==> config.mk <==
export PLATFORM = sky130hd
export DESIGN_NAME = chip8_register_execute_unit
export DESIGN_NICKNAME = d
export VERILOG_FILES = /design/src/c8reu_pkg.sv /design/src/c8reu_ram.sv /design/src/c8reu_seq.sv /design/src/c8reu_dp.sv /design/src/chip8_register_execute_unit.sv
export SDC_FILE = /design/constraint.sdc
export NUM_CORES = 1
export LEC_CHECK = 0
export BUFFER_PORTS_ARGS = -buffer_cell sky130_fd_sc_hd__buf_2
export CORE_MARGIN = 1.5
export CORE_UTILIZATION = 55
export CTS_CLUSTER_DIAMETER = 80
export CTS_CLUSTER_SIZE = 8
export DETAILED_ROUTE_END_ITERATION = 8
export PLACE_DENSITY = 0.72
export SLEW_MARGIN = 40
export SYNTH_ARGS = -nofsm -noshare
export SYNTH_HDL_FRONTEND = slang
export SYNTH_SLANG_ARGS = --single-unit
==> constraint.sdc <==
create_clock -name clk -period 14.1 [get_ports clk]
set_clock_uncertainty 0.15 [all_clocks]
set_input_delay 2.82 -clock clk [delete_from_list [all_inputs] [get_ports clk]]
set_output_delay 2.82 -clock clk [all_outputs]
set_load 0.01 [all_outputs]
==> src/c8reu_pkg.sv <==
// Shared types, codes, microprogram and helper functions of the CHIP-8 execute unit.
package c8reu_pkg;

  localparam int REG_COUNT = 16;
  localparam int REG_W     = 8;
  localparam int REG_IDX_W = $clog2(REG_COUNT);
  localparam int INDEX_W   = 16;
  localparam int KEY_COUNT = 16;
  localparam int ADDR_W    = 12;
  localparam int UPC_W     = 4;

  localparam logic [INDEX_W-1:0] FONT_BYTES = 16'd5;
  localparam logic [REG_IDX_W-1:0] FLAG_REG = 4'hF;

  // instruction groups
  localparam logic [1:0] CMD_ALU  = 2'd0;
  localparam logic [1:0] CMD_KEY  = 2'd1;
  localparam logic [1:0] CMD_MISC = 2'd2;

  // 8xyN function codes
  localparam logic [3:0] ALU_MOV  = 4'h0;
  localparam logic [3:0] ALU_OR   = 4'h1;
  localparam logic [3:0] ALU_AND  = 4'h2;
  localparam logic [3:0] ALU_XOR  = 4'h3;
  localparam logic [3:0] ALU_ADD  = 4'h4;
  localparam logic [3:0] ALU_SUB  = 4'h5;
  localparam logic [3:0] ALU_SHR  = 4'h6;
  localparam logic [3:0] ALU_RSUB = 4'h7;
  localparam logic [3:0] ALU_SHL  = 4'hE;

  // ExKK codes
  localparam logic [7:0] K_SKIP_DOWN = 8'h9E;
  localparam logic [7:0] K_SKIP_UP   = 8'hA1;

  // FxKK codes
  localparam logic [7:0] F_GET_DELAY = 8'h07;
  localparam logic [7:0] F_WAIT_KEY  = 8'h0A;
  localparam logic [7:0] F_SET_DELAY = 8'h15;
  localparam logic [7:0] F_SET_SOUND = 8'h18;
  localparam logic [7:0] F_ADD_INDEX = 8'h1E;
  localparam logic [7:0] F_FONT      = 8'h29;
  localparam logic [7:0] F_BCD       = 8'h33;
  localparam logic [7:0] F_STORE     = 8'h55;
  localparam logic [7:0] F_LOAD      = 8'h65;

  // program-counter steps
  localparam logic [1:0] STEP_WAIT = 2'd0;
  localparam logic [1:0] STEP_NEXT = 2'd1;
  localparam logic [1:0] STEP_SKIP = 2'd2;

  // register file read address select
  localparam logic [1:0] RD_IN_Y = 2'd0;
  localparam logic [1:0] RD_X    = 2'd1;
  localparam logic [1:0] RD_CNT  = 2'd2;

  // register file write select
  localparam logic [1:0] WR_NONE  = 2'd0;
  localparam logic [1:0] WR_ALU   = 2'd1;
  localparam logic [1:0] WR_FLAG  = 2'd2;
  localparam logic [1:0] WR_FMISC = 2'd3;

  // result word kinds
  localparam logic [2:0] EM_NONE   = 3'd0;
  localparam logic [2:0] EM_SINGLE = 3'd1;
  localparam logic [2:0] EM_BCD0   = 3'd2;
  localparam logic [2:0] EM_BCD1   = 3'd3;
  localparam logic [2:0] EM_BCD2   = 3'd4;
  localparam logic [2:0] EM_STORE  = 3'd5;

  // sequencer next-step kinds
  localparam logic [2:0] NX_SEQ      = 3'd0;
  localparam logic [2:0] NX_GOTO     = 3'd1;
  localparam logic [2:0] NX_DISPATCH = 3'd2;
  localparam logic [2:0] NX_FLAG     = 3'd3;
  localparam logic [2:0] NX_LOOP     = 3'd4;

  // microprogram addresses
  localparam logic [UPC_W-1:0] U_IDLE  = 4'd0;
  localparam logic [UPC_W-1:0] U_RDX   = 4'd1;
  localparam logic [UPC_W-1:0] U_DISP  = 4'd2;
  localparam logic [UPC_W-1:0] U_ALU   = 4'd3;
  localparam logic [UPC_W-1:0] U_EMIT  = 4'd4;
  localparam logic [UPC_W-1:0] U_FLAG  = 4'd5;
  localparam logic [UPC_W-1:0] U_FMISC = 4'd6;
  localparam logic [UPC_W-1:0] U_BCD0  = 4'd7;
  localparam logic [UPC_W-1:0] U_BCD1  = 4'd8;
  localparam logic [UPC_W-1:0] U_BCD2  = 4'd9;
  localparam logic [UPC_W-1:0] U_STRD  = 4'd10;
  localparam logic [UPC_W-1:0] U_STEM  = 4'd11;
  localparam logic [UPC_W-1:0] U_STIX  = 4'd12;

  typedef struct packed {
    logic             wait_in;
    logic [1:0]       rd_sel;
    logic             ld_a;
    logic             ld_b;
    logic             cnt_clr;
    logic             cnt_inc;
    logic [1:0]       wr_sel;
    logic             fmisc;
    logic             idx_add_x;
    logic [2:0]       emit;
    logic [2:0]       nxt;
    logic [UPC_W-1:0] target;
  } ctrl_t;

  typedef struct packed {
    logic [1:0] cmd;
    logic [7:0] sub;
    logic       flag_op;
    logic       store_last;
    logic       out_free;
  } stat_t;

  function automatic ctrl_t ucode_rom(input logic [UPC_W-1:0] upc);
    ctrl_t c;
    c = '0;
    c.rd_sel = RD_X;
    c.nxt    = NX_GOTO;
    c.target = U_IDLE;
    case (upc)
      U_IDLE: begin
        c.wait_in = 1'b1;
        c.rd_sel  = RD_IN_Y;
        c.nxt     = NX_SEQ;
      end
      U_RDX: begin
        c.ld_b = 1'b1;
        c.nxt  = NX_SEQ;
      end
      U_DISP: begin
        c.ld_a    = 1'b1;
        c.cnt_clr = 1'b1;
        c.nxt     = NX_DISPATCH;
      end
      U_ALU: begin
        c.wr_sel = WR_ALU;
        c.nxt    = NX_FLAG;
        c.target = U_FLAG;
      end
      U_EMIT: begin
        c.emit = EM_SINGLE;
      end
      U_FLAG: begin
        c.wr_sel = WR_FLAG;
        c.emit   = EM_SINGLE;
      end
      U_FMISC: begin
        c.wr_sel = WR_FMISC;
        c.fmisc  = 1'b1;
        c.emit   = EM_SINGLE;
      end
      U_BCD0: begin
        c.emit = EM_BCD0;
        c.nxt  = NX_SEQ;
      end
      U_BCD1: begin
        c.emit = EM_BCD1;
        c.nxt  = NX_SEQ;
      end
      U_BCD2: begin
        c.emit = EM_BCD2;
      end
      U_STRD: begin
        c.rd_sel = RD_CNT;
        c.nxt    = NX_SEQ;
      end
      U_STEM: begin
        c.rd_sel  = RD_CNT;
        c.emit    = EM_STORE;
        c.cnt_inc = 1'b1;
        c.nxt     = NX_LOOP;
        c.target  = U_STRD;
      end
      U_STIX: begin
        c.idx_add_x = 1'b1;
      end
      default: begin
        c.nxt = NX_GOTO;
      end
    endcase
    return c;
  endfunction

  function automatic logic [UPC_W-1:0] dispatch(input logic [1:0] cmd, input logic [7:0] sub);
    logic [UPC_W-1:0] t;
    t = U_EMIT;
    case (cmd)
      CMD_ALU: t = U_ALU;
      CMD_MISC: begin
        case (sub)
          F_BCD:   t = U_BCD0;
          F_STORE: t = U_STRD;
          default: t = U_FMISC;
        endcase
      end
      default: t = U_EMIT;
    endcase
    return t;
  endfunction

  // {hundreds, tens, ones}, tens by reciprocal multiply (exact below 1029)
  function automatic logic [11:0] bcd_digits(input logic [7:0] v);
    logic [1:0]  h;
    logic [6:0]  r;
    logic [14:0] p;
    logic [3:0]  t;
    logic [6:0]  o;
    if (v >= 8'd200) begin
      h = 2'd2;
      r = 7'(v - 8'd200);
    end else if (v >= 8'd100) begin
      h = 2'd1;
      r = 7'(v - 8'd100);
    end else begin
      h = 2'd0;
      r = v[6:0];
    end
    p = 15'(r) * 15'd205;
    t = p[14:11];
    o = r - 7'(7'(t) * 7'd10);
    return {2'b00, h, t, o[3:0]};
  endfunction

endpackage

==> src/c8reu_ram.sv <==
// Generic single-write, single-read RAM with registered read data.
module c8reu_ram #(
  parameter int WIDTH = 8,
  parameter int DEPTH = 16
) (
  input  logic                     clk,
  input  logic                     we,
  input  logic [$clog2(DEPTH)-1:0] waddr,
  input  logic [WIDTH-1:0]         wdata,
  input  logic [$clog2(DEPTH)-1:0] raddr,
  output logic [WIDTH-1:0]         rdata
);

  logic [WIDTH-1:0] mem_r [DEPTH];

  always_ff @(posedge clk) begin
    if (we) begin
      mem_r[waddr] <= wdata;
    end
    rdata <= mem_r[raddr];
  end

endmodule

==> src/c8reu_seq.sv <==
// Microprogram sequencer: step counter, control store lookup and next-step selection.
module c8reu_seq import c8reu_pkg::*; (
  input  logic  clk,
  input  logic  rst_n,
  input  logic  in_valid,
  output logic  in_stall,
  input  stat_t stat,
  output ctrl_t ctrl,
  output logic  go
);

  logic [UPC_W-1:0] upc_r;
  logic [UPC_W-1:0] upc_nxt;

  assign ctrl     = ucode_rom(upc_r);
  assign in_stall = !ctrl.wait_in;
  // a step holds until its input word arrives and its result slot is free
  assign go = (!ctrl.wait_in || in_valid) && ((ctrl.emit == EM_NONE) || stat.out_free);

  always_comb begin
    upc_nxt = upc_r;
    if (go) begin
      case (ctrl.nxt)
        NX_SEQ:      upc_nxt = upc_r + 1'b1;
        NX_GOTO:     upc_nxt = ctrl.target;
        NX_DISPATCH: upc_nxt = dispatch(stat.cmd, stat.sub);
        NX_FLAG:     upc_nxt = stat.flag_op ? ctrl.target : upc_r + 1'b1;
        NX_LOOP:     upc_nxt = stat.store_last ? upc_r + 1'b1 : ctrl.target;
        default:     upc_nxt = U_IDLE;
      endcase
    end
  end

  always_ff @(posedge clk) begin
    if (!rst_n) begin
      upc_r <= U_IDLE;
    end else begin
      upc_r <= upc_nxt;
    end
  end

endmodule

==> src/c8reu_dp.sv <==
// Datapath: register file, index and timer registers, ALU, BCD and the result register.
module c8reu_dp import c8reu_pkg::*; (
  input  logic                 clk,
  input  logic                 rst_n,
  input  logic [1:0]           in_command,
  input  logic [7:0]           in_sub_op,
  input  logic [REG_IDX_W-1:0] in_reg_x,
  input  logic [REG_IDX_W-1:0] in_reg_y,
  input  logic [KEY_COUNT-1:0] in_keypad,
  input  ctrl_t                ctrl,
  input  logic                 go,
  output stat_t                stat,
  output logic                 out_valid,
  input  logic                 out_stall,
  output logic                 out_mem_write,
  output logic [ADDR_W-1:0]    out_mem_address,
  output logic [7:0]           out_mem_data,
  output logic [1:0]           out_pc_step,
  output logic                 out_last
);

  logic                 accept;
  logic [1:0]           cmd_r;
  logic [7:0]           sub_r;
  logic [REG_IDX_W-1:0] x_r;
  logic [KEY_COUNT-1:0] key_r;
  logic [REG_W-1:0]     a_r;
  logic [REG_W-1:0]     b_r;
  logic [REG_IDX_W-1:0] cnt_r;
  logic [REG_IDX_W-1:0] cnt_nxt;
  logic [INDEX_W-1:0]   index_r;
  logic [INDEX_W-1:0]   index_nxt;
  logic [REG_W-1:0]     delay_r;
  logic [REG_W-1:0]     delay_nxt;
  logic [REG_W-1:0]     sound_r;
  logic [REG_W-1:0]     sound_nxt;
  logic [REG_COUNT-1:0] vld_r;
  logic [REG_COUNT-1:0] vld_nxt;
  logic                 rd_vld_r;
  logic                 out_valid_r;
  logic                 out_valid_nxt;

  logic [REG_IDX_W-1:0] raddr;
  logic [REG_W-1:0]     ram_q;
  logic [REG_W-1:0]     rd_val;
  logic                 we;
  logic [REG_IDX_W-1:0] waddr;
  logic [REG_W-1:0]     wdata;

  logic [REG_W:0]       sum9;
  logic [REG_W-1:0]     alu_res;
  logic                 alu_flag;
  logic                 alu_wr;
  logic                 any_key;
  logic [REG_IDX_W-1:0] low_key;
  logic                 key_down;
  logic [1:0]           single_step;
  logic                 store_last;
  logic                 out_free;
  logic [11:0]          bcd;

  logic                 o_wr;
  logic [REG_IDX_W-1:0] o_off;
  logic [7:0]           o_data;
  logic [1:0]           o_step;
  logic                 o_last;
  logic [INDEX_W-1:0]   addr_sum;

  assign accept = go && ctrl.wait_in;

  // register file read port
  always_comb begin
    case (ctrl.rd_sel)
      RD_IN_Y: raddr = in_reg_y;
      RD_CNT:  raddr = cnt_r;
      default: raddr = x_r;
    endcase
  end

  c8reu_ram #(
    .WIDTH(REG_W),
    .DEPTH(REG_COUNT)
  ) u_regs (
    .clk  (clk),
    .we   (we),
    .waddr(waddr),
    .wdata(wdata),
    .raddr(raddr),
    .rdata(ram_q)
  );

  // never-written registers read as zero
  assign rd_val = rd_vld_r ? ram_q : '0;

  // ALU, a = Vx and b = Vy as read before the instruction
  assign sum9 = {1'b0, a_r} + {1'b0, b_r};

  always_comb begin
    alu_res  = b_r;
    alu_flag = 1'b0;
    alu_wr   = 1'b1;
    case (sub_r[3:0])
      ALU_MOV: alu_res = b_r;
      ALU_OR:  alu_res = a_r | b_r;
      ALU_AND: alu_res = a_r & b_r;
      ALU_XOR: alu_res = a_r ^ b_r;
      ALU_ADD: begin
        alu_res  = sum9[REG_W-1:0];
        alu_flag = sum9[REG_W];
      end
      ALU_SUB: begin
        alu_res  = a_r - b_r;
        alu_flag = (a_r >= b_r);
      end
      ALU_SHR: begin
        alu_res  = b_r >> 1;
        alu_flag = a_r[0];
      end
      ALU_RSUB: begin
        alu_res  = b_r - a_r;
        alu_flag = (b_r >= a_r);
      end
      ALU_SHL: begin
        alu_res  = b_r << 1;
        alu_flag = a_r[REG_W-1];
      end
      default: alu_wr = 1'b0;
    endcase
  end

  // keys
  assign any_key = |key_r;

  always_comb begin
    low_key = '0;
    for (int i = KEY_COUNT - 1; i >= 0; i--) begin
      if (key_r[i]) begin
        low_key = REG_IDX_W'(i);
      end
    end
  end

  assign key_down = (a_r[REG_W-1:REG_IDX_W] == '0) && key_r[a_r[REG_IDX_W-1:0]];

  always_comb begin
    single_step = STEP_NEXT;
    case (cmd_r)
      CMD_KEY: begin
        if ((sub_r == K_SKIP_DOWN) && key_down) begin
          single_step = STEP_SKIP;
        end else if ((sub_r == K_SKIP_UP) && !key_down) begin
          single_step = STEP_SKIP;
        end
      end
      CMD_MISC: begin
        if ((sub_r == F_WAIT_KEY) && !any_key) begin
          single_step = STEP_WAIT;
        end
      end
      default: single_step = STEP_NEXT;
    endcase
  end

  // register file write port
  always_comb begin
    we    = 1'b0;
    waddr = x_r;
    wdata = alu_res;
    case (ctrl.wr_sel)
      WR_ALU: we = go && alu_wr;
      WR_FLAG: begin
        we    = go;
        waddr = FLAG_REG;
        wdata = {{(REG_W-1){1'b0}}, alu_flag};
      end
      WR_FMISC: begin
        if (sub_r == F_GET_DELAY) begin
          we    = go;
          wdata = delay_r;
        end else if (sub_r == F_WAIT_KEY) begin
          we    = go && any_key;
          wdata = {{(REG_W-REG_IDX_W){1'b0}}, low_key};
        end
      end
      default: we = 1'b0;
    endcase
  end

  always_comb begin
    vld_nxt = vld_r;
    if (we) begin
      vld_nxt[waddr] = 1'b1;
    end
  end

  // index, timers and store counter
  always_comb begin
    index_nxt = index_r;
    delay_nxt = delay_r;
    sound_nxt = sound_r;
    if (go && ctrl.fmisc) begin
      case (sub_r)
        F_SET_DELAY: delay_nxt = a_r;
        F_SET_SOUND: sound_nxt = a_r;
        F_ADD_INDEX: index_nxt = index_r + INDEX_W'(a_r);
        F_FONT:      index_nxt = INDEX_W'(a_r) * FONT_BYTES;
        F_LOAD:      index_nxt = index_r + INDEX_W'(x_r);
        default:     index_nxt = index_r;
      endcase
    end
    if (go && ctrl.idx_add_x) begin
      index_nxt = index_r + INDEX_W'(x_r);
    end
  end

  always_comb begin
    cnt_nxt = cnt_r;
    if (go && ctrl.cnt_clr) begin
      cnt_nxt = '0;
    end else if (go && ctrl.cnt_inc) begin
      cnt_nxt = cnt_r + 1'b1;
    end
  end

  assign store_last = (cnt_r == x_r);

  // result word
  assign bcd = bcd_digits(a_r);

  always_comb begin
    o_wr   = 1'b1;
    o_off  = '0;
    o_data = '0;
    o_step = STEP_WAIT;
    o_last = 1'b0;
    case (ctrl.emit)
      EM_BCD0: o_data = {4'd0, bcd[11:8]};
      EM_BCD1: begin
        o_off  = REG_IDX_W'(1);
        o_data = {4'd0, bcd[7:4]};
      end
      EM_BCD2: begin
        o_off  = REG_IDX_W'(2);
        o_data = {4'd0, bcd[3:0]};
        o_step = STEP_NEXT;
        o_last = 1'b1;
      end
      EM_STORE: begin
        o_off  = cnt_r;
        o_data = rd_val;
        o_step = store_last ? STEP_NEXT : STEP_WAIT;
        o_last = store_last;
      end
      default: begin
        o_wr   = 1'b0;
        o_step = single_step;
        o_last = 1'b1;
      end
    endcase
  end

  // addresses wrap at the memory size; only the low bits leave the block
  assign addr_sum = index_r + INDEX_W'(o_off);

  assign out_free = !out_valid_r || !out_stall;

  always_comb begin
    out_valid_nxt = out_valid_r && out_stall;
    if (go && (ctrl.emit != EM_NONE)) begin
      out_valid_nxt = 1'b1;
    end
  end

  always_ff @(posedge clk) begin
    if (!rst_n) begin
      index_r     <= '0;
      delay_r     <= '0;
      sound_r     <= '0;
      vld_r       <= '0;
      rd_vld_r    <= 1'b0;
      out_valid_r <= 1'b0;
    end else begin
      index_r     <= index_nxt;
      delay_r     <= delay_nxt;
      sound_r     <= sound_nxt;
      vld_r       <= vld_nxt;
      rd_vld_r    <= vld_r[raddr];
      out_valid_r <= out_valid_nxt;
    end
  end

  always_ff @(posedge clk) begin
    cnt_r <= cnt_nxt;
    if (accept) begin
      cmd_r <= in_command;
      sub_r <= in_sub_op;
      x_r   <= in_reg_x;
      key_r <= in_keypad;
    end
    if (go && ctrl.ld_a) begin
      a_r <= rd_val;
    end
    if (go && ctrl.ld_b) begin
      b_r <= rd_val;
    end
    if (go && (ctrl.emit != EM_NONE)) begin
      out_mem_write   <= o_wr;
      out_mem_address <= o_wr ? addr_sum[ADDR_W-1:0] : '0;
      out_mem_data    <= o_data;
      out_pc_step     <= o_step;
      out_last        <= o_last;
    end
  end

  assign out_valid = out_valid_r;

  always_comb begin
    stat.cmd        = cmd_r;
    stat.sub        = sub_r;
    stat.flag_op    = (cmd_r == CMD_ALU) &&
                      (sub_r[3:0] inside {ALU_ADD, ALU_SUB, ALU_SHR, ALU_RSUB, ALU_SHL});
    stat.store_last = store_last;
    stat.out_free   = out_free;
  end

endmodule

==> src/chip8_register_execute_unit.sv <==
// Top level of the CHIP-8 register execute unit (groups 8, E and F).
//
// Executes one decoded instruction at a time against its own sixteen 8-bit
// registers, 16-bit index and delay/sound values. A small microprogram steps
// a datapath built around a register file with one registered read port, so
// operands are fetched one per cycle. After Vy and Vx are read, key skips
// and FxKK register/timer/index ops finish in a result step; 8xyN writes Vx
// in an ALU step (a flag-setting op writes VF in a later flag step); Fx33
// gives its three writes from the BCD steps and Fx55 loops a read step and
// an emit step per stored byte. A new word is accepted once the last result
// is in the output register, even while that result still waits. Every
// result carries a pc_step; it is final only on the word with last set.
module chip8_register_execute_unit import c8reu_pkg::*; (
  input  logic                 clk,
  input  logic                 rst_n,
  input  logic                 in_valid,
  output logic                 in_stall,
  input  logic [1:0]           in_command,
  input  logic [7:0]           in_sub_op,
  input  logic [REG_IDX_W-1:0] in_reg_x,
  input  logic [REG_IDX_W-1:0] in_reg_y,
  input  logic [KEY_COUNT-1:0] in_keypad,
  output logic                 out_valid,
  input  logic                 out_stall,
  output logic                 out_mem_write,
  output logic [ADDR_W-1:0]    out_mem_address,
  output logic [7:0]           out_mem_data,
  output logic [1:0]           out_pc_step,
  output logic                 out_last
);

  ctrl_t ctrl;
  stat_t stat;
  logic  go;

  c8reu_seq u_seq (
    .clk     (clk),
    .rst_n   (rst_n),
    .in_valid(in_valid),
    .in_stall(in_stall),
    .stat    (stat),
    .ctrl    (ctrl),
    .go      (go)
  );

  c8reu_dp u_dp (
    .clk            (clk),
    .rst_n          (rst_n),
    .in_command     (in_command),
    .in_sub_op      (in_sub_op),
    .in_reg_x       (in_reg_x),
    .in_reg_y       (in_reg_y),
    .in_keypad      (in_keypad),
    .ctrl           (ctrl),
    .go             (go),
    .stat           (stat),
    .out_valid      (out_valid),
    .out_stall      (out_stall),
    .out_mem_write  (out_mem_write),
    .out_mem_address(out_mem_address),
    .out_mem_data   (out_mem_data),
    .out_pc_step    (out_pc_step),
    .out_last       (out_last)
  );

endmodule
==> out/metrics.cfg <==
[routing]
route.detailed.drc=9
wirelength_mm=38.3
firstDrtPassIters=9
num_vias=11300
wl_per_cell_um=20.7
ant_nets=0
dr.first_iter.drc_count=1015
vias_per_cell=6.11

[sta]
finalCriticalPeriod_ns=7.58
fin_crit_sh=0.538
setup_slack_ns=6.52
setup_viol=0
fmax_mhz=132
worst_slew_pin_slew_ns=0.881
whs_ns=0.305
relSlewSlack=0.408
hold_viol=0
setup-tns-final_ns=0
slew_violations=0
rsz0062_at_grt=false

[outcome]
violations=design-rule violations
status=finished with violations

[cells_and_area]
drive_gt1_frac=0.115
multi_input_area_um2=7220
flow.area_growth_from_synthesis_pct=12.4
regArea_um2=7030
nets=1647
antenna_cells=0
post-route-util=0.632
n_fill_cell=2108
fin_cells=1851
final_area_um2=16600

[place]
placed_cell_area_um2=15500
post-dp-hpwl_mm=27.1
globalplace.congestion=0.973
dp_slack_ns=6.53
numPortBuffers=63
dpl.cell_count=1784

[global_route]
grt_max_degree=73
met3_usage=0.0618
antenna_found_initial=1
track_usage=0.278
grt_first_pass_wirelength_mm=60.6
gr-usage-met1=0.383
grt_pass1_vias=11200
met2_usage=0.440
busiest_layer=met2
overflow=0

[flow_run]
drv_cap=0

[setup_path]
end_kind=flop
cp.required_ns=14.21
critPathMaxStageDelay_ns=0.63
cp_common_cell=ha_1
crit_type=flop to flop
crit_path_start_kind=flop
r2r_slack_ns=6.52
worstPathArrival_ns=7.69
reg2reg_depth=30
crit_slowest_cell=edfxtp_1
critPathMaxFanout=12

[clocking]
insertion_delay_ns=0.52
cts_setup_buffers=0
cts_buffer_depth=3
cts_buffers=37
cts_tree=built
clockRootBuffer=clkbuf_16
ctsHoldBuffers=0
path_clk_slew_ns=0.05
post_cts_resized=0
cts.htree.levels=2
cts_sinks=252

[power_and_ir_drop]
internal-power_mw=2.38
p_seq_frac=0.280
switching_share=0.427
p_comb_frac=0.523
power_density_nw_per_um2=250
leakage_nw=6.35
ir_drop_v=0.000211
p_switching_mw=1.77
clkPwrFrac=0.197
totalPowerFinal_mw=4.15

[synthesis]
ys_seq_area_frac=0.476
yosys_warnings=0
synth_flop_cell=edfxtp_1
synth.distinct_cells=81
synth_area_um2=14800
ys_seq_elements=252
postSynthAreaPerCell_um2=10.3
synth.area.top_cells=edfxtp_1, ha_1, dfxtp_1
async_reset_ff_frac=0
synth-edff-count=198
postSynthCellCount=1427
yosysTopAreaCell=edfxtp_1
synth_nets=1586
synth_top_area_share=0.403

[floorplan]
pin_count=64
coreArea_um2=26200
fp.dieArea_um2=27800
die_w_um=167
rows=59
start_util=0.563
dieHeight_um=167

[worst_hold_path]
holdPathStages=1
hold_path.class=flop to flop

-- final cells by class --
class | count | share of cell area
clock buffer | 63 | 0.0617
clock inverter | 4 | 0.00430
timing repair buffer | 86 | 0.0309
inverter | 80 | 0.0182
multi-input combinational | 1031 | 0.436
tap | 335 | 0.0253
sequential | 252 | 0.424
-- synth_stat cells, types with 4 or more instances --
cell type / count
a311oi_1: 19
mux2i_1: 22
and2_1: 49
o221ai_1: 5
a31oi_1: 25
nand4_1: 5
o21ai_0: 72
o22ai_1: 12
o21bai_1: 12
fa_1: 16
mux4_1: 4
o31ai_1: 5
xor2_1: 10
a21oi_1: 89
a211oi_1: 54
nor4_1: 7
clkbuf_1: 49
o211ai_1: 8
nor2b_1: 26
o31a_1: 4
or3_1: 6
a22oi_1: 11
dfxtp_1: 54
inv_1: 79
nor3_1: 19
edfxtp_1: 198
a222oi_1: 4
or2_2: 4
nor2_1: 129
and3_1: 10
o21a_1: 21
nand2b_1: 13
buf_1: 7
a21o_1: 16
nand3_1: 23
nand2_1: 141
xnor2_1: 30
ha_1: 105
-- worst max-delay path: cells and delay by family (launching register included) --
family	cells	cell delay, ns
adder cells (fa/ha/maj)	8	2.66
AO/OA/AOI/OAI	6	1.53
AND/OR/NAND/NOR	7	0.96
XOR/XNOR	5	0.91
flip-flops	1	0.63
buffers and inverters	4	0.47
-- sequential cells by signal, indices dropped and copies added (netlist names), 2 cells and up --
signal,flops
u_dp.cmd_r,2
u_dp.sub_r,8
u_dp.b_r,8
u_dp.a_r,8
u_dp.x_r,4
u_dp.index_r,12
u_dp.cnt_r,4
u_dp.u_regs.rdata,8
u_dp.u_regs.mem_r,128
u_seq.upc_r,4
u_dp.key_r,16
u_dp.out_mem_data,8
u_dp.delay_r,8
u_dp.out_mem_address,12
u_dp.vld_r,16
u_dp.out_pc_step,2
-- cell usage in the layout (no fill, tap or decap), drive strengths merged, types with 10 or more instances in the layout --
cell / synthesis / layout
o21a: 21 / 21
inv: 79 / 80
nand2: 141 / 141
fa: 16 / 16
nand2b: 13 / 13
nand3: 23 / 23
nor2b: 26 / 26
a311oi: 19 / 19
buf: 11 / 86
a211oi: 56 / 56
a21o: 17 / 17
nor2: 129 / 129
xor2: 10 / 10
and2: 51 / 51
o22ai: 12 / 12
nor3: 20 / 20
xnor2: 31 / 31
mux2i: 22 / 22
dfxtp: 54 / 54
o21ai: 76 / 76
a21oi: 90 / 90
a31oi: 25 / 25
edfxtp: 198 / 198
clkbuf: 51 / 63
ha: 105 / 105
o21bai: 12 / 12
a22oi: 11 / 11
and3: 11 / 11
-- power groups by stage --
stage	clock, mW	sequential (mW)	combinational [mW]
CTS	0.829	1.16	2.16
floorplan	0	1.12	1.53
global route	0.868	1.17	2.41
detailed placement	0	1.17	2.14
finish	0.817	1.16	2.17
global placement	0	1.17	2.06
-- path summary, 6_finish.rpt --
check                                                       to                        from
worst max-delay path            u_dp.out_mem_data[3]$_DFFE_PP_       u_dp.a_r[3]$_DFFE_PP_
worst min-delay path                u_dp.vld_r[0]$_SDFFE_PN0P_  u_dp.vld_r[0]$_SDFFE_PN0P_
worst max register to register  u_dp.out_mem_data[3]$_DFFE_PP_       u_dp.a_r[3]$_DFFE_PP_
worst min register to register      u_dp.vld_r[0]$_SDFFE_PN0P_  u_dp.vld_r[0]$_SDFFE_PN0P_
-- logic make-up after synthesis --
family,Yosys count,synth area share
and+or+nand+nor,449,0.144
AOI/OAI and AO/OA,391,0.177
DFF,252,0.476
buffers and inverters,144,0.0397
adders and majority gates,121,0.111
xor gates and xnor gates,43,0.0288
muxes,27,0.0236
-- per-layer routing --
| metal | wire (um) | vias to the layer above |
|---|---|---|
| li1 | - | 5351 |
| met1 | 16700 | 5403 |
| met2 | 17300 | 468 |
| met3 | 3270 | 94 |
| met4 | 1080 | 0 |
| met5 | 0 | - |
No activity file was read; power rests on OpenSTA's default activity.
